<file path="src/design/pbrgb_pkg.sv">
package pbrgb_pkg;

	// Store geometry
	localparam int MAX_COLUMNS = 256;
	localparam int MAX_PLANES  = 3;
	localparam int STORE_DEPTH = MAX_COLUMNS * MAX_PLANES;
	localparam int ADDR_W      = $clog2(STORE_DEPTH);
	localparam int LOAD_W      = $clog2(STORE_DEPTH + 1);
	localparam int COL_W       = $clog2(MAX_COLUMNS);
	localparam int CNT_W       = $clog2(MAX_COLUMNS + 1);

	// Field widths
	localparam int PLANE_W  = 2;
	localparam int ROW_W    = 3;
	localparam int PAGE_W   = 7;
	localparam int SPAN_W   = 10;
	localparam int HEIGHT_W = 11;
	localparam int PADDR_W  = 5;
	localparam int PDATA_W  = 64;

	localparam logic [PLANE_W-1:0]  COLOUR_BITS_RST   = 2'd1;
	localparam logic [HEIGHT_W-1:0] SCREEN_HEIGHT_RST = 11'd240;

	typedef enum logic [1:0] {
		ACT_BEGIN = 2'd0,
		ACT_LOAD  = 2'd1,
		ACT_NEXT  = 2'd2
	} action_t;

	typedef enum logic [1:0] {
		REG_PAL_LO        = 2'd0,
		REG_PAL_HI        = 2'd1,
		REG_COLOUR_BITS   = 2'd2,
		REG_SCREEN_HEIGHT = 2'd3
	} reg_idx_t;

	typedef enum logic [2:0] {
		ST_IDLE,
		ST_READ,
		ST_WAIT,
		ST_HI,
		ST_LO
	} state_t;

	typedef struct packed {
		logic [1:0]        action;
		logic [7:0]        byte_value;
		logic [SPAN_W-1:0] column_start;
		logic [SPAN_W-1:0] column_end;
		logic [PAGE_W-1:0] page_index;
	} item_t;

	typedef struct packed {
		logic [7:0] out_byte;
		logic       high_half;
		logic       last;
	} result_t;

	typedef struct packed {
		logic [63:0]         palette_low;
		logic [63:0]         palette_high;
		logic [PLANE_W-1:0]  colour_bits;
		logic [HEIGHT_W-1:0] screen_height;
	} cfg_t;

	typedef struct packed {
		logic begin_page;
		logic load;
		logic deactivate;
		logic start_emit;
		logic rd;
		logic push_hi;
		logic push_lo;
	} cmd_t;

	typedef struct packed {
		logic active;
		logic row_ok;
		logic last_plane;
		logic out_free;
	} sts_t;

endpackage

</file>
<file path="src/design/pbrgb_regs.sv">
module pbrgb_regs import pbrgb_pkg::*; (
	input  logic               clk,
	input  logic               arst_n,
	input  logic               psel,
	input  logic               penable,
	input  logic               pwrite,
	input  logic [PADDR_W-1:0] paddr,
	input  logic [PDATA_W-1:0] pwdata,
	output logic [PDATA_W-1:0] prdata,
	output logic               pready,
	output cfg_t               cfg
);

	logic [63:0]         pal_lo_q;
	logic [63:0]         pal_hi_q;
	logic [PLANE_W-1:0]  colour_bits_q;
	logic [HEIGHT_W-1:0] height_q;
	reg_idx_t            idx;
	logic                wr_en;

	assign idx    = reg_idx_t'(paddr[PADDR_W-1:3]);
	assign wr_en  = psel && penable && pwrite;
	assign pready = 1'b1;

	always_ff @(posedge clk or negedge arst_n) begin
		if (!arst_n) begin
			pal_lo_q      <= '0;
			pal_hi_q      <= '0;
			colour_bits_q <= COLOUR_BITS_RST;
			height_q      <= SCREEN_HEIGHT_RST;
		end else if (wr_en) begin
			unique case (idx)
				REG_PAL_LO:        pal_lo_q      <= pwdata;
				REG_PAL_HI:        pal_hi_q      <= pwdata;
				REG_COLOUR_BITS:   colour_bits_q <= pwdata[PLANE_W-1:0];
				REG_SCREEN_HEIGHT: height_q      <= pwdata[HEIGHT_W-1:0];
				default: ;
			endcase
		end
	end

	always_comb begin
		unique case (idx)
			REG_PAL_LO:        prdata = pal_lo_q;
			REG_PAL_HI:        prdata = pal_hi_q;
			REG_COLOUR_BITS:   prdata = PDATA_W'(colour_bits_q);
			REG_SCREEN_HEIGHT: prdata = PDATA_W'(height_q);
			default:           prdata = '0;
		endcase
	end

	assign cfg.palette_low   = pal_lo_q;
	assign cfg.palette_high  = pal_hi_q;
	assign cfg.colour_bits   = colour_bits_q;
	assign cfg.screen_height = height_q;

endmodule

</file>
<file path="config.mk">
export PLATFORM = sky130hd
export DESIGN_NAME = pbrgb_regs
export DESIGN_NICKNAME = d
export VERILOG_FILES = /design/src/design/pbrgb_pkg.sv /design/src/design/pbrgb_regs.sv
export SDC_FILE = /design/constraint.sdc
export NUM_CORES = 1
export LEC_CHECK = 0
export BUFFER_PORTS_ARGS = -buffer_cell sky130_fd_sc_hd__buf_2
export CAP_MARGIN = 20
export CORE_MARGIN = 8
export CORE_UTILIZATION = 52
export CTS_CLUSTER_DIAMETER = 80
export CTS_CLUSTER_SIZE = 8
export DETAILED_ROUTE_END_ITERATION = 10
export PLACE_DENSITY = 0.86
export SYNTH_ARGS = -nofsm -noshare
export SYNTH_HDL_FRONTEND = slang
export SYNTH_SLANG_ARGS = --single-unit
</file>
<file path="constraint.sdc">
create_clock -name clk -period 2.7 [get_ports clk]
set_input_delay 0.135 -clock clk [delete_from_list [all_inputs] [get_ports clk]]
set_output_delay 0.135 -clock clk [all_outputs]
set_load 0.03 [all_outputs]
</file>
After elaboration in Yosys (flattened, before gate mapping)
Index checks and enable logic that the tools add are counted.
{ "word_totals": {"register_bits": 141, "input_bits": 74, "elab_cells": 15} }
{ "classes": {"n_eq_ne": 3, "n_mux": 1, "reduce_logical": 7} }
{ "ops": {"columns": ["cell", "n"], "rows": [
  ["64-bit case mux with 4 select lines", 1],
  ["2-bit AND reduction", 4],
  ["2-bit equality test, second input constant", 2],
  ["2-bit by 1-bit equality test with 1-bit output, second input constant", 1],
  ["1-bit logical AND", 2],
  ["2-bit zero test", 1]
]} }

Logic depth before layout (Yosys ltp)
Gate-level depths: netlist (run 1).
{ "logic_depth": {"depth_word": 3, "depth_mapped": 6} }

Least setup slack after synthesis (run 1)
Ideal clock, no wire load.
{ "synth_timing": {"kind": "input -> output", "start": "input paddr[3]", "end": "output prdata[3]", "t_arrival_ps": 1532, "required_time_ps": 2565, "path_slack_ps": 1033, "path_stages": 5, "path_buffers": 3, "path_cell_list": "buf_4 > buf_2 > buf_2 > mux2i_1 > o21ai_0"} }
{ "synth_via": {"elab_chain_cells": 2, "elab_cells_between_ends": 5, "cone_classes": "eq/ne (3); mux (1); reduce/logical (1)"} }
{ "synth_rtl": {"columns": ["element", "line_no", "source"], "rows": [
  ["from (decl)", "pbrgb_regs.sv:7", "input logic [PADDR_W-1:0] paddr,"],
  ["2-bit equality test, or another cell as far along", "pbrgb_regs.sv:43", "unique case (idx)"],
  ["64-bit case mux with 4 select lines (*)", "pbrgb_regs.sv:43", null],
  ["to (decl)", "pbrgb_regs.sv:9", "output logic [PDATA_W-1:0] prdata,"]
]} }
Every way passes the cells marked *; elsewhere a longest branch is shown, timed or not.

Worst setup path in the final report (run 1)
{ "layout_timing": {"start": "input paddr[3]", "end": "output prdata[5]"} }
The elaborated chain is that of the path after synthesis.

==> reports/summary.txt, run 1 <==
Area contributors post-synth = dfrtp_1, mux2_4, mux2_2
Initial Utilization = 52.5%
TritonCTS Buffers = 17
ant diodes = 0
crit path from = paddr[3]
Synth area leader = dfrtp_1
Pleak = 4.97 nW
top cell type's share of synthesized area = 52.0%
Power Density = 943 nW/µm²
Syn Area/Cell = 14.3 µm²
die width = 128 µm
r2r worst-path depth = 1
Post-synth EDFFs = 0
Core Area = 12,500 µm²
XOR/XNOR Fraction of Synth Area = 0%
largest family of logic cells by synthesized area = multiplexers
outcome = complete, no violations
DIE AREA = 16,400 µm²
GRT overflow = 0
total track usage = 25.9%
drc violations = 0
Final Hold Viols = 0
Adder-Cell Fraction of Synth Area = 0%
Resize count post-CTS = 0
area fraction in compound gates after synthesis = 0.688%
final instance area = 9310 µm²
Area after DPL = 8040 µm²
CP Data Arrival Time = 1790 ps
ys flop type = dfrtp_1
drt pass-1 iters = 4
synthesized flop and latch total = 141
layout cell share with drive strength beyond 1 = 57.1%
clock skew = 0 ps
Detail Route Antenna Nets = 0
switching part of the total = 38.8%
CTS tree = done
clock power share = 28.0%
clock buffer depth = 2
Skew-Pair Late Insertion Delay = 400 ps
# hold bufs at CTS = 64
final setup vio count = 0
first-pass GRT wire length = 33.0 mm
Worst Hold Class = in2reg
Switch Pwr = 3.41 mW
overall power = 8.78 mW
fin crit share = 71.3%
vias in the first global route = 5,885
Final TNS setup = 0 ps
drt initial violations = 346
Worst setup SP type = primary input
Ys Warns = 0
simple-gate share of the synthesized area = 4.32%
crit-path max FO = 32
Comb pwr share = 37.0%
Peak VDD IR = 0.000673 V
fill cell count = 736
Root Buffer = clkbuf_16
CTS H-Tree Depth = 4
Port Buffers = 275
Sequential Power Share = 35.0%
Post-Syn Nets = 531
Storage cell area = 3530 µm²
Tmin final = 1920 ps
Setup crit end kind = output port
Syn-to-layout area delta = 42.2%
Placer Congestion = 0.877
slew at the pin closest to its max-slew limit = 718 ps
critical path type = in2out
mux contribution to synthesized area = 37.9%
Via Count = 5,212
Site Rows = 41
die height = 128 µm
footprint of the multi-input gates = 2820 µm²
crit path capture = prdata[5]
Wirelength per Cell = 21.5 µm
Max Clk Rate = 0.520 GHz
Mapped Cells = 457
post-synthesis sequential area ratio = 54.0%
DRT Wirelength = 21.0 mm
Worst R2R End = pal_lo_q[20]
RSZ-0062 raised after global routing = false
Slew HR = 52.1%
Worst R2R Setup Slack = 1870 ps
number of max-cap violations = 0
initial antenna violation count = 0
Post CTS Setup Buffer Count = 0
worst r2r src = pal_lo_q[20]
Synth Cell Area = 6540 µm²
Critical Path RT = 2570 ps
count of pins over their slew limit = 0
number of nets in the layout = 866
internal power = 5.37 mW
IO Pins = 280
clock-pin slew on the worst setup and hold paths = 50 ps
Vias per Instance = 5.33
ys async rst share = 100%
clk sink count = 141
post-DP HPWL = 13.7 mm
largest net degree at the start of global routing = 79
Unique masters post-synth = 22
[layer usage]
layer | GRT usage [%] | part of all wire (%) | vias up | wire (µm)
met1 | 27.7 | 37 | 2621 | 7740
met2 | 46.5 | 52 | 274 | 11000
met5 | 0 | 0 | - | 0
li1 | - | - | 2273 | -
met4 | 11.0 | 2.7 | 0 | 575
met3 | 7.57 | 8.2 | 44 | 1730
[power groups by stage]
stage / Combinational (mW) / Sequential [mW] / Clock [mW]
after CTS: 3.23 / 3.04 / 2.48
after floorplan: 1.15 / 3.98 / 0
after global routing: 3.41 / 3.12 / 2.59
final: 3.25 / 3.07 / 2.46
after detailed placement: 3.14 / 3.07 / 0
after global placement: 3.08 / 3.01 / 0
[sequential cells by signal, indices dropped and copies added (netlist names)]
name and cells:
pal_lo_q 64, colour_bits_q 2, height_q 11, pal_hi_q 64
[layout make-up]
type	instances	share of cell area, %
flip-flops and latches	141	38.0
multi-input cells	284	30.3
clock inverters	11	1.79
well taps	172	2.31
repair buffers	347	22.7
clock buffers	21	4.95
inverters	1	0.0403
[how the worst min path moves through the flow]
stage	startpoint	endpoint	cells past startpoint
2_1_floorplan	arst_n	colour_bits_q[1]	0
3_3_place_gp	arst_n	pal_hi_q[24]	1
3_5_place_dp	arst_n	pal_hi_q[24]	1
4_1_cts	pwdata[0]	pal_lo_q[0]	2
5_1_grt	pwdata[0]	pal_lo_q[0]	2
6_report	pwdata[0]	pal_lo_q[0]	2
[critical path, stage by stage]
cell and delay [ps]:
buf_4 130, buf_4 480, and2_1 450, nand2_1 120, o21ai_0 180, buf_2 280
[cell families (layout without fill, tap and decap cells)]
logic type             after synthesis  count (layout)
multiplexers                       205             205
other                                1               1
AND/OR/NAND/NOR                     69              69
buffers and inverters               32             380
flip-flops                         141             141
AO/OA/AOI/OAI                        9               9
[cell usage after synthesis (2+ instances only)]
cell	n
nor2_1	54
clkbuf_1	8
nand2_1	9
dfrtp_1	136
mux2_1	5
mux2_2	76
dfstp_2	5
buf_6	7
mux2_4	60
buf_2	14
o21ai_0	9
mux2i_1	62
mux4_2	2
buf_4	2
[cells in the final DEF, fill, tap and decap left out, drive strengths merged, types with 2 or more instances in the layout]
cell type / count
clkinvlp: 3
buf: 283
mux2i: 62
mux2: 141
mux4: 2
nand2: 9
o21ai: 9
dlygate4sd3: 64
dfrtp: 136
nor2: 54
clkbuf: 21
clkinv: 4
bufinv: 4
dfstp: 5
[per-stage QoR]
step                instances  hold slack, ps  worst slack (ps)  utilization, %
detailed placement        881             202               827            64.5
finish                    977            35.9               775            74.7
global placement          881             194               865            64.5
CTS                       977            10.4               853            74.7
floorplan                 457            -161              1030               -
global route              977            19.5               706            74.7
Power figures use the tool's default switching activity.
==> run 2: changes to the inputs <==
--- a/config.mk
+++ b/config.mk
@@ -8,11 +8,11 @@
 export BUFFER_PORTS_ARGS = -buffer_cell sky130_fd_sc_hd__buf_2
 export CAP_MARGIN = 20
 export CORE_MARGIN = 8
-export CORE_UTILIZATION = 52
+export CORE_UTILIZATION = 43
 export CTS_CLUSTER_DIAMETER = 80
 export CTS_CLUSTER_SIZE = 8
 export DETAILED_ROUTE_END_ITERATION = 10
-export PLACE_DENSITY = 0.86
+export PLACE_DENSITY = 0.76
 export SYNTH_ARGS = -nofsm -noshare
 export SYNTH_HDL_FRONTEND = slang
 export SYNTH_SLANG_ARGS = --single-unit
==> constraint.sdc (replaced) <==
create_clock -name clk -period 1.7 [get_ports clk]
set_input_delay 0.085 -clock clk [delete_from_list [all_inputs] [get_ports clk]]
set_output_delay 0.085 -clock clk [all_outputs]
set_load 0.03 [all_outputs]
==> reports/summary.txt, run 2 (same netlist as run 1, synthesis figures left out) <==
Syn-to-layout area delta = 42.7%
CP Data Arrival Time = 1480 ps
Vias per Instance = 5.06
Power Density = 1440 nW/µm²
Peak VDD IR = 0.000826 V
final instance area = 9340 µm²
number of max-cap violations = 0
IO Pins = 280
Port Buffers = 275
fill cell count = 1,138
Resize count post-CTS = 0
Critical Path RT = 1620 ps
Site Rows = 45
die height = 139 µm
clk sink count = 141
GRT overflow = 0
most frequent cells in the layout = buf_2, dfrtp_1, mux2_2
Worst Hold Class = in2async
first-pass GRT wire length = 31.1 mm
post-DP HPWL = 13.6 mm
critical path type = reg2out
Pleak = 4.97 nW
clock skew = 0 ps
number of nets in the layout = 870
Top Registers = pal_hi_q (64), pal_lo_q (64), height_q (11)
largest net degree at the start of global routing = 48
Tmin final = 1570 ps
slew at the pin closest to its max-slew limit = 570 ps
CTS H-Tree Depth = 4
Slew HR = 62.0%
clock-pin slew on the worst setup and hold paths = 60 ps
DRT Wirelength = 19.1 mm
Via Count = 5,046
Area after DPL = 8130 µm²
vias in the first global route = 5,712
dpl ws = 268 ps
die width = 139 µm
drt initial violations = 198
Initial Utilization = 43.5%
Placer Congestion = 0.816
final setup vio count = 0
Skew-Pair Late Insertion Delay = 410 ps
Max Clk Rate = 0.637 GHz
Setup crit end kind = output port
DIE AREA = 19,400 µm²
Detail Route Antenna Nets = 0
Wirelength per Cell = 19.1 µm
drt pass-1 iters = 4
clock buffer depth = 2
total track usage = 19.7%
fin crit share = 92.3%
Root Buffer = clkbuf_16
TritonCTS Buffers = 17
worst hold margin = 151 ps
Final Hold Viols = 0
Worst setup SP type = register
Core Area = 15,000 µm²
crit-path max FO = 3
commonest non-fill, non-tap cell in the layout = buf_2
outcome = complete, no violations
RSZ-0062 raised after global routing = false
CTS tree = done
initial antenna violation count = 0
drc violations = 0
layout cell share with drive strength beyond 1 = 56.7%
final worst setup slack = 130 ps
Final TNS setup = 0 ps
count of pins over their slew limit = 0
-- run 2: cell count changes in the layout (fill, tap and decap cells not counted), sizes merged --
cell         change
buf              +3
bufinv           -3
clkbuf           +5
clkinv           -1
clkinvlp         -1
diode            +1
dlygate4sd3      +1
-- run 2: final timing paths --
kind	slack, ps	to	startpoint	depth (start not counted)
setup / recovery	130	prdata[1]	colour_bits_q[1]	2
hold / removal	150	height_q[0]	arst_n	2
setup reg to reg	900	pal_lo_q[26]	pal_lo_q[26]	1
hold reg to reg	520	pal_lo_q[62]	pal_lo_q[62]	1
max in group asynchronous	900	height_q[4]	arst_n	3
min in group clk	200	colour_bits_q[0]	pwrite	4
-- run 2: metal layers --
| metal | GRT usage (%) | vias up | share of wire, % |
|---|---|---|---|
| met5 | 0 | - | 0 |
| met4 | 6.93 | 0 | 1.6 |
| met3 | 7.63 | 29 | 8.5 |
| met2 | 34.1 | 224 | 51 |
| met1 | 21.6 | 2515 | 39 |
| li1 | - | 2278 | - |
-- run 2: critical path, cell delays in order, from the launching register on --
cell and delay, ps:
dfrtp_1 400, mux4_2 480, buf_2 200
-- run 2: metrics by stage --
stage | cells | power, mW | utilization, %
after floorplan | 457 | 8.15 | -
final | 998 | 13.4 | 62.1
after detailed placement | 900 | 9.84 | 54.1
after global placement | 900 | 9.71 | 54.1
after CTS | 997 | 13.5 | 62.1
after global routing | 997 | 14.0 | 62.1
-- run 2: area by class of cell --
| class | instances | area, µm² | share of cell area, % |
|---|---|---|---|
| Clock inverter | 6 | 63.8 | 0.683 |
| Tap cell | 188 | 235 | 2.52 |
| Sequential cell | 141 | 3530 | 37.9 |
| Timing Repair Buffer | 351 | 2190 | 23.5 |
| Inverter | 1 | 3.75 | 0.0402 |
| Antenna cell | 1 | 2.50 | 0.0268 |
| Clock buffer | 26 | 489 | 5.24 |
| Multi-Input combinational cell | 284 | 2820 | 30.1 |
-- run 2: report_power, final --
group	switching (mW)	total [mW]	internal, mW	leakage (nW)
clock	1.35	3.48	2.13	0.265
combinational	3.23	5.08	1.85	2.99
sequential	0.674	4.84	4.17	1.72
-- run 2: what timing repair did --
| item | CTS | global route |
|---|---|---|
| setup buffers | 0 | 0 |
| hold endpoints to repair | 279 | 0 |
| hold buffers | 65 | 0 |
==> run 3: changes to the inputs <==
--- a/config.mk
+++ b/config.mk
@@ -12,6 +12,7 @@
 export CTS_CLUSTER_DIAMETER = 80
 export CTS_CLUSTER_SIZE = 8
 export DETAILED_ROUTE_END_ITERATION = 10
+export MAX_ROUTING_LAYER = met4
 export PLACE_DENSITY = 0.76
 export SYNTH_ARGS = -nofsm -noshare
 export SYNTH_HDL_FRONTEND = slang
==> reports/summary.txt, run 3 (same netlist as run 1, synthesis figures left out) <==
Core Area = 15,000 µm²
largest net degree at the start of global routing = 48
Top Registers = pal_hi_q (64), pal_lo_q (64), height_q (11)
Core Util, Final = 62.1%
TritonCTS Buffers = 17
Final TNS setup = 0 ps
clock buffer depth = 2
crit-path max FO = 3
critical path type = reg2out
Power Density = 1440 nW/µm²
clk sink count = 141
DIE AREA = 19,400 µm²
most frequent cells in the layout = buf_2, dfrtp_1, mux2_2
final instance area = 9340 µm²
Port Buffers = 275
die width = 139 µm
CTS tree = done
die height = 139 µm
Final Hold Viols = 0
CP Data Arrival Time = 1480 ps
Vias per Instance = 5.06
slew at the pin closest to its max-slew limit = 584 ps
overall power = 13.4 mW
initial antenna violation count = 0
GRT overflow = 0
Syn-to-layout area delta = 42.7%
Site Rows = 45
CTS H-Tree Depth = 4
first-pass GRT wire length = 31.1 mm
Setup crit end kind = output port
Post-Place Cells = 900
DRT Wirelength = 19.1 mm
clock power share = 26.0%
post-DP HPWL = 13.6 mm
Skew-Pair Late Insertion Delay = 410 ps
final setup vio count = 0
count of pins over their slew limit = 0
Wirelength per Cell = 19.2 µm
Pleak = 4.97 nW
number of max-cap violations = 0
commonest non-fill, non-tap cell in the layout = buf_2
Placer Congestion = 0.828
number of nets in the layout = 870
Area after DPL = 8130 µm²
Initial Utilization = 43.5%
Tmin final = 1570 ps
Via Count = 5,045
switching part of the total = 39.3%
Sequential Power Share = 36.1%
Comb pwr share = 37.9%
total track usage = 20.3%
Detail Route Antenna Nets = 0
fin crit share = 92.3%
Slew HR = 61.0%
Worst Hold Class = in2async
vias in the first global route = 5,710
Peak VDD IR = 0.000830 V
IO Pins = 280
layout cell share with drive strength beyond 1 = 56.7%
Max Clk Rate = 0.637 GHz
drt pass-1 iters = 4
Critical Path RT = 1620 ps
Root Buffer = clkbuf_16
drt initial violations = 202
RSZ-0062 raised after global routing = false
internal power = 8.14 mW
Worst setup SP type = register
clock-pin slew on the worst setup and hold paths = 60 ps
clock skew = 0 ps
outcome = complete, no violations
Non-Filler Instances = 998
Switch Pwr = 5.26 mW
drc violations = 0
==> run 3: stage by stage <==
step	setup WS (ps)	hold slack [ps]
2_1_floorplan	133	-211
6_report	131	152
3_3_place_gp	287	33.1
5_1_grt	85.6	188
3_5_place_dp	268	32.2
4_1_cts	104	151
==> run 3: per-layer routing <==
layer  global-route usage (%)  up-vias  share of wire [%]
met2                     34.1      234                 50
met5                        -        -                  0
met3                     6.33       31                7.4
met1                     22.5     2505                 41
met4                     7.11        0                1.7
li1                         -     2275                  -
==> run 3: repair_timing <==
item | 4_1_cts | 5_1_grt
hold buffers | 65 | 0
setup buffers | 0 | 0
hold endpoints to repair | 279 | 0
resized for setup | 0 | 0
==> run 3: worst max-delay path, stage by stage, from the launching register on <==
cell and delay [ps]:
dfrtp_1 400, mux4_2 480, buf_2 200
==> run 3: layout make-up <==
type | instances | area (µm²)
Fill cell | 1138 | 5700
Sequential cell | 141 | 3530
Multi-Input combinational cell | 284 | 2820
Timing Repair Buffer | 351 | 2190
Clock buffer | 26 | 489
Tap cell | 188 | 235
Clock inverter | 6 | 63.8
Inverter | 1 | 3.75
Antenna cell | 1 | 2.50
==> run 3: worst paths after layout <==
kind / from / endpoint / slack (ps) / cells past startpoint
max: colour_bits_q[1] / prdata[1] / 130 / 2
min: arst_n / height_q[0] / 150 / 2
max reg2reg: pal_lo_q[48] / pal_lo_q[48] / 900 / 1
min reg2reg: pal_lo_q[62] / pal_lo_q[62] / 520 / 1
max in group asynchronous: arst_n / height_q[7] / 890 / 3
min in group clk: pwrite / colour_bits_q[0] / 200 / 4
==> run 3: power groups by stage <==
stage | Clock, mW | Sequential, mW | Combinational (mW)
finish | 3.48 | 4.84 | 5.08
global route | 3.70 | 4.94 | 5.36
CTS | 3.55 | 4.83 | 5.10
detailed placement | 0 | 4.87 | 4.97
global placement | 0 | 4.81 | 4.90
floorplan | 0 | 6.32 | 1.83
