$ cat config.mk
export PLATFORM = sky130hd
export DESIGN_NAME = pbrgb_ctrl
export DESIGN_NICKNAME = d
export VERILOG_FILES = /design/src/design/pbrgb_pkg.sv /design/src/design/pbrgb_ctrl.sv
export SDC_FILE = /design/constraint.sdc
export NUM_CORES = 1
export LEC_CHECK = 0
export ABC_AREA = 1
export BUFFER_PORTS_ARGS = -buffer_cell sky130_fd_sc_hd__clkbuf_2
export CAP_MARGIN = 20
export CELL_PAD_IN_SITES_DETAIL_PLACEMENT = 1
export CELL_PAD_IN_SITES_GLOBAL_PLACEMENT = 1
export CORE_AREA = 2 2 39 41
export DETAILED_ROUTE_END_ITERATION = 16
export DIE_AREA = 0 0 41 43
export PLACE_DENSITY = 0.65
export SLEW_MARGIN = 20
export SYNTH_ARGS = -nofsm -noshare
export SYNTH_HDL_FRONTEND = slang
export SYNTH_SLANG_ARGS = --single-unit
$ cat constraint.sdc
create_clock -name clk -period 1.2 [get_ports clk]
set_input_delay 0.24 -clock clk [delete_from_list [all_inputs] [get_ports clk]]
set_output_delay 0.24 -clock clk [all_outputs]
set_load 0.01 [all_outputs]
$ cat src/design/pbrgb_pkg.sv
package pbrgb_pkg;

	// Store geometry
	localparam int MAX_COLUMNS = 256;
	localparam int MAX_PLANES  = 3;
	localparam int STORE_DEPTH = MAX_COLUMNS * MAX_PLANES;
	localparam int ADDR_W      = $clog2(STORE_DEPTH);
	localparam int LOAD_W      = $clog2(STORE_DEPTH + 1);
	localparam int COL_W       = $clog2(MAX_COLUMNS);
	localparam int CNT_W       = $clog2(MAX_COLUMNS + 1);

	// Field widths
	localparam int PLANE_W  = 2;
	localparam int ROW_W    = 3;
	localparam int PAGE_W   = 7;
	localparam int SPAN_W   = 10;
	localparam int HEIGHT_W = 11;
	localparam int PADDR_W  = 5;
	localparam int PDATA_W  = 64;

	localparam logic [PLANE_W-1:0]  COLOUR_BITS_RST   = 2'd1;
	localparam logic [HEIGHT_W-1:0] SCREEN_HEIGHT_RST = 11'd240;

	typedef enum logic [1:0] {
		ACT_BEGIN = 2'd0,
		ACT_LOAD  = 2'd1,
		ACT_NEXT  = 2'd2
	} action_t;

	typedef enum logic [1:0] {
		REG_PAL_LO        = 2'd0,
		REG_PAL_HI        = 2'd1,
		REG_COLOUR_BITS   = 2'd2,
		REG_SCREEN_HEIGHT = 2'd3
	} reg_idx_t;

	typedef enum logic [2:0] {
		ST_IDLE,
		ST_READ,
		ST_WAIT,
		ST_HI,
		ST_LO
	} state_t;

	typedef struct packed {
		logic [1:0]        action;
		logic [7:0]        byte_value;
		logic [SPAN_W-1:0] column_start;
		logic [SPAN_W-1:0] column_end;
		logic [PAGE_W-1:0] page_index;
	} item_t;

	typedef struct packed {
		logic [7:0] out_byte;
		logic       high_half;
		logic       last;
	} result_t;

	typedef struct packed {
		logic [63:0]         palette_low;
		logic [63:0]         palette_high;
		logic [PLANE_W-1:0]  colour_bits;
		logic [HEIGHT_W-1:0] screen_height;
	} cfg_t;

	typedef struct packed {
		logic begin_page;
		logic load;
		logic deactivate;
		logic start_emit;
		logic rd;
		logic push_hi;
		logic push_lo;
	} cmd_t;

	typedef struct packed {
		logic active;
		logic row_ok;
		logic last_plane;
		logic out_free;
	} sts_t;

endpackage

$ cat src/design/pbrgb_ctrl.sv
module pbrgb_ctrl import pbrgb_pkg::*; (
	input  logic       clk,
	input  logic       arst_n,
	input  logic       item_valid,
	input  logic [1:0] action,
	input  sts_t       sts,
	output logic       item_ready,
	output cmd_t       cmd
);

	state_t state_q;
	state_t state_d;

	always_ff @(posedge clk or negedge arst_n) begin
		if (!arst_n) begin
			state_q <= ST_IDLE;
		end else begin
			state_q <= state_d;
		end
	end

	// Next state
	always_comb begin
		state_d = state_q;
		unique case (state_q)
			ST_IDLE: begin
				if (item_valid && action == ACT_NEXT && sts.active && sts.row_ok) begin
					state_d = ST_READ;
				end
			end
			ST_READ: begin
				if (sts.last_plane) begin
					state_d = ST_WAIT;
				end
			end
			ST_WAIT: state_d = ST_HI;
			ST_HI: begin
				if (sts.out_free) begin
					state_d = ST_LO;
				end
			end
			ST_LO: begin
				if (sts.out_free) begin
					state_d = ST_IDLE;
				end
			end
			default: state_d = ST_IDLE;
		endcase
	end

	// Commands
	always_comb begin
		cmd        = '0;
		item_ready = 1'b0;
		unique case (state_q)
			ST_IDLE: begin
				item_ready = 1'b1;
				if (item_valid) begin
					unique case (action)
						ACT_BEGIN: cmd.begin_page = 1'b1;
						ACT_LOAD:  cmd.load = 1'b1;
						ACT_NEXT: begin
							if (sts.active) begin
								cmd.start_emit = sts.row_ok;
								cmd.deactivate = !sts.row_ok;
							end
						end
						default: ;
					endcase
				end
			end
			ST_READ: cmd.rd = 1'b1;
			ST_WAIT: ;
			ST_HI:   cmd.push_hi = sts.out_free;
			ST_LO:   cmd.push_lo = sts.out_free;
			default: ;
		endcase
	end

	assert property (@(posedge clk) disable iff (!arst_n)
		item_ready |-> !(cmd.rd || cmd.push_hi || cmd.push_lo))
		else $error("pbrgb_ctrl: datapath command issued while taking items");

	assert property (@(posedge clk) disable iff (!arst_n)
		cmd.start_emit |=> state_q == ST_READ)
		else $error("pbrgb_ctrl: emit started without plane reads");

	assert property (@(posedge clk) disable iff (!arst_n)
		state_q == ST_WAIT |=> state_q == ST_HI)
		else $error("pbrgb_ctrl: read data wait not followed by high byte");

endmodule

# --- Word level (Yosys, flattened, before mapping) ---
# Index checks and enable logic that the tools add are counted.
totals:
  ff_bits: 3
  latch_bits: 0
  mem_bits_rw: 0
  rom_bits: 0
  input_bits: 9
  memories: 0
classes:
  add_sub_neg: 0
  multipliers: 0
  n_div: 0
  n_lt_le_gt_ge: 0
  n_eq_ne: 10
  shift: 0
  n_mux: 15
  bitwise_logic: 0
  n_reduce_logical: 7
op_table:
  columns: ["op", "count"]
  rows:
  - ["case mux 3 bit (5 select lines)", 1]
  - ["two-way mux 3 bit", 4]
  - ["two-way mux 4 bit", 2]
  - ["!= test 2 bit (second input constant)", 4]
  - ["== test 3 x 2 -> 1 bit (second input constant)", 2]
  - ["two-way mux 1 bit", 6]
  - ["two-way mux 2 bit", 2]
  - ["AND reduction 4 bit", 1]
  - ["== test 3 x 1 -> 1 bit (second input constant)", 1]
  - ["== test 3 bit (second input constant)", 1]
  - ["logical AND 1 bit", 3]
  - ["logical NOT 3 bit", 1]
  - ["== test 2 x 1 -> 1 bit (second input constant)", 1]
  - ["== test 2 bit (second input constant)", 1]
  - ["logical NOT 2 bit", 1]
  - ["logical NOT 1 bit", 1]

# --- Depth between registers and ports, before layout ---
# Gate-level depths: netlist of the first run.
logic_depth:
  depth_word: 6
  ltp_mapped: 7

# --- Least setup slack after synthesis of the first run ---
# Ideal clock, no wire load.
synth_timing:
  path_kind: "flip-flop to output port"
  start: "register state_q[0]"
  end: "output cmd[5] (netlist bit)"
  arrival_ns: 1.001
  required_time_ns: 0.960
  path_slack_ns: -0.041
  stages_incl_launch_ff: 4
  cell_sequence: "dfrtp_1 nor2_2 nand2_2 nor3b_1"
synth_rtl:
  columns: ["item", "line", "text"]
  rows:
  - ["start: declaration", "pbrgb_ctrl.sv:11", "state_t state_q;"]
  - ["start signal: assignment", "pbrgb_ctrl.sv:18", "state_q <= state_d;"]
  - ["end: declaration", "pbrgb_ctrl.sv:8", "output cmd_t cmd"]

==> metrics.md, run 1 <==
| Metric | Value |
|---|---|
| Seq pwr share | 0.149 |
| Crit path max fanout | 3 |
| Clock Power Share | 0.143 |
| Total wire length | 913 um |
| HP Class | in2async |
| Max Freq | 0.699 GHz |
| Detailed-route via count | 386 |
| P per Cell Area | 2320 nW/um2 |
| Detail Placement HPWL | 693 um |
| Clock Skew | 0.00284 ns |
| WL/cell | 10.4 um |
| FP Rows | 14 |
| Crit. End Element | primary output |
| Worst setup path start | state_q[0] |
| Chip height | 43 um |
| WS Path Type | reg2out |
| Post-route cell area | 534 um2 |
| Global placement routability congestion | 0.716 |
| Vias in the first global route | 377 |
| P_leak | 0.000296 uW |
| Antenna violations before repair | 0 |
| Failing checks | setup timing |
| Netlist cell types | 13 |
| Worst slew margin | 0.897 |
| Placed instance area | 394 um2 |
| Clk_lat worst skew | 0.23 ns |
| CTS max path bufs | 2 |
| DRC | 0 |
| Seq cells post-synth | 3 |
| Pint | 703 uW |
| Biggest regs | state_q: 3 flops |
| # IOs | 17 |
| RSZ-0062 raised after global routing | yes |
| Final setup viols | 8 |
| Synth area leaders | dfrtp_1, nand2_1, nand2_2 |
| Biggest register | state_q |
| CTS tree | yes |
| DP Worst Slack | -0.0275 ns |
| Antenna Cells | 0 |
| Status | finished with violations |
| Post-synth top area cell | dfrtp_1 |
| Port bufs | 16 |
| Sw Ratio | 0.432 |
| Period minus WS final | 1.43 ns |
| Starting Density | 0.189 |
| H-tree depth | 1 |
| Final worst path period share | 1.19 |
| RR Startpoint | state_q[0] |
| Total power | 1240 uW |
| Clock-pin transition on the worst setup and hold timing paths | 0.04 ns |
| Synth Area per Inst | 6.23 um2 |
| All-Layer GR Usage | 0.115 |
| Max reg flops | 3 |
| Final hold vios | 0 |
| Cts bufs inserted | 3 |
| Fin worst setup slack | -0.232 ns |
| Maximum VDD drop | 0.000918 V |
| Iter 0 DRT Violations | 2 |
| Die ar. | 1760 um2 |
| Area Overhead vs Synth | 104% |
| Ys Warns | 0 |
| Worst-margin pin slew | 0.154 ns |
| Commonest non-fill, non-tap cell in the layout | nand2_1 |
| Yosys top cell area share | 0.287 |
| Clk sinks | 3 |
| Sequential area share after synthesis | 0.287 |
| Core ar. | 1380 um2 |
| Nets | 82 |
| Syn nets | 51 |
| Fillers | 186 |
| Critical path data required time | 0.96 ns |
| Post-route ant nets | 0 |
| DRT Pass-1 Iters | 2 |
| Mapped cell area | 262 um2 |
| Worst hold margin | 0.338 ns |
| Max-cap violations | 0 |
| Root Driver | clkbuf_4 |
| First-pass GRT wire length | 1.32 mm |
| Fraction of layout instances using a drive strength above 1 | 0.569 |
| Most frequent cells in the layout | nand2_1, clkbuf_2, buf_4, nor2_1, buf_2 |
| Comb pwr share | 0.709 |
| CP Launch Type | flop |
| Mapped Cells | 42 |
| Grt ovf | 0 |
| Fin. max-slew vios | 0 |
| Net Sw Power | 534 uW |
| Vias per inst | 4.39 |
| Critical path arrival | 1.19 ns |
| Die Wd | 41 um |
| Largest net degree at the start of global routing | 7 |
repair_timing:
action,4_1_cts,5_1_grt
setup endpoints to repair,8,10
resized for setup,4,15
pin swaps,3,8
hold buffers,1,0
buffers inserted,3,3
endpoints found under the hold margin,3,0
critical path: stages, from the launching register on:
cell and delay (ns):
dfrtp_1 0.40, nor2_4 0.16, buf_4 0.13, nand2_1 0.06
nor2_1 0.08, buf_2 0.13
cell type report:
| class | instances | area, um2 | area share |
|---|---|---|---|
| Inverter | 6 | 25.0 | 0.0468 |
| Tap cell | 16 | 20.0 | 0.0375 |
| Timing Repair Buffer | 26 | 174 | 0.326 |
| Sequential cell | 3 | 75.1 | 0.141 |
| Clock buffer | 4 | 26.3 | 0.0492 |
| Multi-Input combinational cell | 33 | 214 | 0.400 |
through the flow:
| stage | TNS [ns] | std cells | util |
|---|---|---|---|
| 2_1_floorplan | 0 | 42 | - |
| 3_3_place_gp | 0 | 77 | 0.285 |
| 3_5_place_dp | -0.0726 | 77 | 0.285 |
| 4_1_cts | -1.53 | 85 | 0.341 |
| 5_1_grt | -1.89 | 88 | 0.386 |
| 6_report | -1.27 | 88 | 0.386 |
per-layer routing:
layer  global-route usage  vias to the layer above  wire length [um]  part of all wire
li1                     -                      195                 -                 -
met1                0.101                      177               362              0.40
met2                0.203                       14               513              0.56
met3               0.0314                        0                37             0.041
met4               0.0800                        0                 0                 0
met5                    0                        -                 0                 0
cell usage after synthesis:
library cell / count
nand3_2: 1
o22ai_1: 1
inv_1: 4
nand2_2: 4
nor2_2: 2
dfrtp_1: 3
nor3b_1: 1
nand2_1: 11
inv_2: 2
nand3_1: 2
nor2_1: 6
nor3_1: 2
nand4_1: 3
final timing paths:
kind                               to  slack, ns  cells after the start
hold / removal             state_q[0]       0.34                      2
setup / recovery               cmd[0]      -0.23                      5
hold reg to reg            state_q[2]       0.66                      3
max in group asynchronous  state_q[2]       0.75                      2
setup reg to reg           state_q[1]       0.04                      7
min in group clk           state_q[1]       0.36                      4
power by group through the flow:
| stage | combinational (uW) | clock [uW] | sequential (uW) |
|---|---|---|---|
| 6_report | 877 | 176 | 184 |
| 3_5_place_dp | 569 | 0 | 172 |
| 5_1_grt | 955 | 196 | 191 |
| 2_1_floorplan | 340 | 0 | 193 |
| 4_1_cts | 674 | 188 | 172 |
| 3_3_place_gp | 556 | 0 | 170 |
logic make-up (layout without fill, tap and decap cells):
group	Yosys count	count (layout)	synth area share
and+or+nand+nor	32	32	0.603
buffers and inverters	6	36	0.0861
DFF	3	3	0.287
AOI/OAI and AO/OA	1	1	0.0239
Power figures use the tool's default switching activity.
==> run 2: changes to the inputs <==
- CORE_AREA: 2 2 39 41 -> 3 3 40 42
- DIE_AREA: 0 0 41 43 -> 0 0 43 45
- clock period: 1.2 -> 1.59 ns (I/O delays scaled with it)
==> metrics.md, run 2 (synthesis gave the netlist of run 1 again) <==
| Metric | Value |
|---|---|
| WL/cell | 10.0 um (was 10.4 um) |
| Die Wd | 43 um (was 41 um) |
| Nets | 77 (was 82) |
| Crit path max fanout | 5 (was 3) |
| Fillers | 176 (was 186) |
| Final worst path period share | 0.950 |
| Worst setup path start | state_q[0] (unchanged) |
| Max reg flops | 3 (unchanged) |
| Maximum VDD drop | 0.000618 V (was 0.000918 V) |
| Most frequent cells in the layout | clkbuf_2, nand2_1, nor2_1 (was nand2_1, clkbuf_2, buf_4, nor2_1, buf_2) |
| Worst slew margin | 0.899 (was 0.897) |
| Period minus WS final | 1.51 ns |
| Biggest register | state_q (unchanged) |
| Detail Placement HPWL | 639 um (was 693 um) |
| Biggest regs | state_q: 3 flops (unchanged) |
| RR Startpoint | state_q[0] (unchanged) |
| Core ar. | 1280 um2 (was 1380 um2) |
| Fraction of layout instances using a drive strength above 1 | 0.537 (was 0.569) |
| Starting Density | 0.204 (was 0.189) |
| DRC | 0 (unchanged) |
| Total wire length | 821 um (was 913 um) |
| Chip height | 45 um (was 43 um) |
| Detailed-route via count | 368 (was 386) |
| Vias per inst | 4.49 (was 4.39) |
| Fin worst setup slack | 0.0791 ns (was -0.232 ns) |
| Clk sinks | 3 (unchanged) |
| FP Rows | 13 (was 14) |
| # IOs | 17 (unchanged) |
| Critical path data required time | 1.27 ns (was 0.96 ns) |
| Antenna violations before repair | 0 (unchanged) |
| CTS max path bufs | 2 (unchanged) |
| CP Launch Type | flop (unchanged) |
| Area Overhead vs Synth | 69.9% (was 104%) |
| Global placement routability congestion | 0.780 (was 0.716) |
| Fin. max-slew vios | 0 (unchanged) |
| First-pass GRT wire length | 1.37 mm (was 1.32 mm) |
| Critical path arrival | 1.19 ns (about the same) |
| Worst-margin pin slew | 0.150 ns (was 0.154 ns) |
| H-tree depth | 1 (unchanged) |
| All-Layer GR Usage | 0.100 (was 0.115) |
| Clock Skew | 0.000341 ns (was 0.00284 ns) |
| HP Class | in2async (unchanged) |
| Final setup viols | 0 (was 8) |
| Max-cap violations | 0 (unchanged) |
| Iter 0 DRT Violations | 8 (was 2) |
| Crit. End Element | primary output (unchanged) |
| Clk_lat worst skew | 0.23 ns (about the same) |
| Setup TNS Final | 0 ns (was -1.27 ns) |
| Max Freq | 0.662 GHz |
| DRT Pass-1 Iters | 4 (was 2) |
| Clock-pin transition on the worst setup and hold timing paths | 0.04 ns (about the same) |
| Antenna Cells | 0 (unchanged) |
| Port bufs | 16 (unchanged) |
| Die ar. | 1940 um2 (was 1760 um2) |
| Largest net degree at the start of global routing | 8 (was 7) |
| Grt ovf | 0 (unchanged) |
| P per Cell Area | 1650 nW/um2 (was 2320 nW/um2) |
| WS Path Type | reg2out (unchanged) |
| P_leak | 0.000258 uW (was 0.000296 uW) |
| Vias in the first global route | 350 (was 377) |
| DP Worst Slack | 0.162 ns (was -0.0275 ns) |
| Cts bufs inserted | 3 (unchanged) |
| Status | finished, final reports clean (was finished with violations) |
| RSZ-0062 raised after global routing | yes (unchanged) |
| Final hold vios | 0 (unchanged) |
| Root Driver | clkbuf_4 (unchanged) |
| Post-route ant nets | 0 (unchanged) |
| CTS tree | yes (unchanged) |
| Commonest non-fill, non-tap cell in the layout | clkbuf_2 (was nand2_1) |
[run 2: cell types whose count changed in the layout (fill, tap and decap cells not counted), moves of 2 or more]
| cell | change |
|---|---|
| buf_4 | -4 |
| clkbuf_2 | +4 |
| buf_6 | -3 |
| nand2_4 | -3 |
| buf_2 | -2 |
| dfrtp_1 | -2 |
| dfrtp_2 | +2 |
| nand2_2 | +2 |
[run 2: final timing paths]
| check | cells past startpoint | end | slack [ns] |
|---|---|---|---|
| max in group asynchronous | 2 | state_q[1] | 1.07 |
| setup / recovery | 4 | cmd[5] | 0.08 |
| hold / removal | 2 | state_q[2] | 0.41 |
| hold reg to reg | 2 | state_q[0] | 0.55 |
| min in group clk | 4 | state_q[1] | 0.43 |
| setup reg to reg | 7 | state_q[0] | 0.41 |
[run 2: report_power, final]
part           switching (uW)  leakage (uW)  internal (uW)
logic                     247      0.000207            197
registers                43.1     0.0000361            113
clock network            39.8     0.0000150           94.1
total                     330      0.000258            404
[run 2: critical path, stage by stage (launching register included)]
cell and delay [ns]:
dfrtp_2 0.43, nor2_4 0.13, nand2_2 0.10, nor3b_2 0.16, buf_2 0.15
[run 2: layout make-up]
class                   instances  area (um2)  area share
inverters                       6        22.5      0.0507
well taps                      15        18.8      0.0423
clock buffers                   4        26.3      0.0592
repair buffers                 21         120       0.270
multi-input cells              33         179       0.403
flip-flops and latches          3        77.6       0.175
[run 2: metrics by stage]
stage / total power [uW] / util / hold WS [ns] / std cells / instance area [um2]
5_1_grt: 823 / 0.346 / 0.402 / 82 / 444
3_3_place_gp: 497 / 0.280 / 0.115 / 73 / 360
2_1_floorplan: 395 / - / 0.0224 / 42 / 262
4_1_cts: 693 / 0.324 / 0.396 / 79 / 417
3_5_place_dp: 504 / 0.280 / 0.115 / 73 / 360
6_report: 734 / 0.346 / 0.406 / 82 / 444
[run 2: layer usage]
| metal | global-route usage | vias up | part of all wire |
|---|---|---|---|
| li1 | - | 186 | - |
| met4 | 0.0904 | 0 | 0.017 |
| met3 | 0.0279 | 2 | 0.12 |
| met1 | 0.107 | 157 | 0.38 |
| met5 | 0 | - | 0 |
| met2 | 0.162 | 23 | 0.48 |
[run 2: repair_timing]
| item | CTS | global route |
|---|---|---|
| hold buffers | 1 | 0 |
| pin swaps | 1 | 1 |
| hold endpoints to repair | 3 | 0 |
| setup buffers | 1 | 3 |
| endpoints found under the setup margin | 3 | 4 |
| resized for setup | 4 | 4 |
==> run 3: changes to the inputs <==
- clock period: 1.59 -> 1.6 ns (I/O delays scaled with it)
==> metrics.md, run 3 (synthesis gave the netlist of run 1 again) <==
| Metric | Value |
|---|---|
| Status | finished, final reports clean (unchanged) |
| Post-route ant nets | 0 (unchanged) |
| Pint | 391 uW (was 404 uW) |
| Starting Density | 0.204 (unchanged) |
| Max reg flops | 3 (unchanged) |
| All-Layer GR Usage | 0.101 (was 0.100) |
| Vias in the first global route | 352 (was 350) |
| P_leak | 0.000251 uW (was 0.000258 uW) |
| HP Class | in2async (unchanged) |
| Critical path data required time | 1.28 ns (was 1.27 ns) |
| Die ar. | 1940 um2 (unchanged) |
| Cts bufs inserted | 3 (unchanged) |
| Commonest non-fill, non-tap cell in the layout | clkbuf_2 (unchanged) |
| Final hold vios | 0 (unchanged) |
| Iter 0 DRT Violations | 7 (was 8) |
| Core ar. | 1280 um2 (unchanged) |
| Chip height | 45 um (unchanged) |
| FP Rows | 13 (unchanged) |
| Vias per inst | 4.33 (was 4.49) |
| Max Freq | 0.656 GHz |
| CTS tree | yes (unchanged) |
| Clock-pin transition on the worst setup and hold timing paths | 0.04 ns (about the same) |
| Crit. End Element | primary output (unchanged) |
| Most frequent cells in the layout | clkbuf_2, nand2_1, nor2_1, nand2_2, inv_1 (was clkbuf_2, nand2_1, nor2_1) |
| H-tree depth | 1 (unchanged) |
| Critical Path Slowest Stage Cell | dfrtp_2 (unchanged) |
| Clk_lat worst skew | 0.23 ns (about the same) |
| Layout Utilization | 0.344 (was 0.346) |
| P per Cell Area | 1630 nW/um2 (was 1650 nW/um2) |
| Die Wd | 43 um (unchanged) |
| Maximum VDD drop | 0.000605 V (was 0.000618 V) |
| Detailed-route via count | 351 (was 368) |
| Final worst path period share | 0.953 |
| Port bufs | 16 (unchanged) |
| Net Sw Power | 328 uW (was 330 uW) |
| Post-route cell area | 442 um2 (was 444 um2) |
| DRC | 0 (unchanged) |
| Worst slew margin | 0.903 (was 0.899) |
| Fraction of layout instances using a drive strength above 1 | 0.545 (was 0.537) |
| Worst-margin pin slew | 0.146 ns (was 0.150 ns) |
| Root Driver | clkbuf_4 (unchanged) |
| WS Path Type | reg2out (unchanged) |
| Clk sinks | 3 (unchanged) |
| Biggest register | state_q (unchanged) |
| Fin. max-slew vios | 0 (unchanged) |
| Comb pwr share | 0.610 (was 0.606) |
| Placed cells | 73 (unchanged) |
| Grt ovf | 0 (unchanged) |
| Clock Skew | 0.000267 ns (was 0.000341 ns) |
| CP Launch Type | flop (unchanged) |
| Final setup viols | 0 (unchanged) |
| Crit path max fanout | 5 (unchanged) |
| Crit-path cells | nor2_4 -> nand2_2 -> nor3b_2 -> clkbuf_2 (was nor2_4 -> nand2_2 -> nor3b_2 -> buf_2) |
| Sw Ratio | 0.457 (was 0.450) |
| WL/cell | 10.2 um (was 10.0 um) |
| Nets | 76 (was 77) |
| First-pass GRT wire length | 1.38 mm (was 1.37 mm) |
| Critical path arrival | 1.20 ns (was 1.19 ns) |
| Detail Placement HPWL | 639 um (unchanged) |
| Post-Layout Cell Count | 81 (was 82) |
| Global placement routability congestion | 0.780 (unchanged) |
| Area Overhead vs Synth | 68.9% (was 69.9%) |
| Critical Path Max Stage Delay | 0.41 ns (was 0.43 ns) |
| Period minus WS final | 1.52 ns |
| Placed instance area | 360 um2 (unchanged) |
| Largest net degree at the start of global routing | 8 (unchanged) |
| Clock Power Share | 0.185 (was 0.182) |
| Antenna Cells | 0 (unchanged) |
| RSZ-0062 raised after global routing | yes (unchanged) |
| Max-cap violations | 0 (unchanged) |
| Biggest regs | state_q: 3 flops (unchanged) |
| # IOs | 17 (unchanged) |
| CTS max path bufs | 2 (unchanged) |
| Total wire length | 826 um (was 821 um) |
| Antenna violations before repair | 0 (unchanged) |
| DRT Pass-1 Iters | 4 (unchanged) |
| Seq pwr share | 0.205 (was 0.212) |
[run 3: cell count changes in the layout (fill, tap and decap cells not counted)]
cell / delta
buf_2: -3
clkbuf_2: +3
nor3_2: +1
buf_4: -1
nor3_1: -1
[run 3: power groups by stage]
stage	sequential, uW	clock [uW]	combinational [uW]
6_report	148	133	439
5_1_grt	152	149	504
4_1_cts	160	141	374
3_5_place_dp	155	0	346
3_3_place_gp	153	0	340
2_1_floorplan	144	0	248
[run 3: worst paths after layout]
kind,endpoint,cells after the start,from,slack (ns)
min in group clk,state_q[1],4,sts[0],0.43
worst min-delay path,state_q[2],2,arst_n,0.41
worst min register to register,state_q[0],2,state_q[0],0.55
max in group asynchronous,state_q[1],2,arst_n,1.07
worst max register to register,state_q[0],7,state_q[0],0.41
worst max-delay path,cmd[5],4,state_q[1],0.08
[run 3: cell type report]
cell class	count	area [um2]
Clock buffer	4	26.3
Fill cell	177	843
Inverter	6	22.5
Multi-Input combinational cell	33	184
Sequential cell	3	77.6
Tap cell	15	18.8
Timing Repair Buffer	20	113
[run 3: repair_timing]
action,4_1_cts,5_1_grt
resized for setup,3,3
endpoints found under the hold margin,3,0
hold buffers,1,0
buffers inserted,1,2
setup endpoints to repair,3,5
pin swaps,1,1
[run 3: worst max-delay path, delay by kind of cell, from the launching register on]
kind | cells | cell delay [ns]
DFF | 1 | 0.41
and+or+nand+nor | 3 | 0.40
buffers and inverters | 1 | 0.15
[run 3: layer usage]
layer,share of wire,GRT usage
met5,0,0
met4,0.017,0.0904
met3,0.099,0.0279
met2,0.45,0.159
met1,0.43,0.112
[run 3: metrics by stage]
stage / worst slack (ns) / hold WS (ns) / total power [uW] / setup TNS (ns)
CTS: 0.00212 / 0.398 / 675 / 0
floorplan: 0.279 / 0.0244 / 392 / 0
detailed placement: 0.170 / 0.117 / 501 / 0
finish: 0.0752 / 0.409 / 719 / 0
global route: -0.00244 / 0.404 / 806 / -0.00244
global placement: 0.221 / 0.117 / 494 / 0
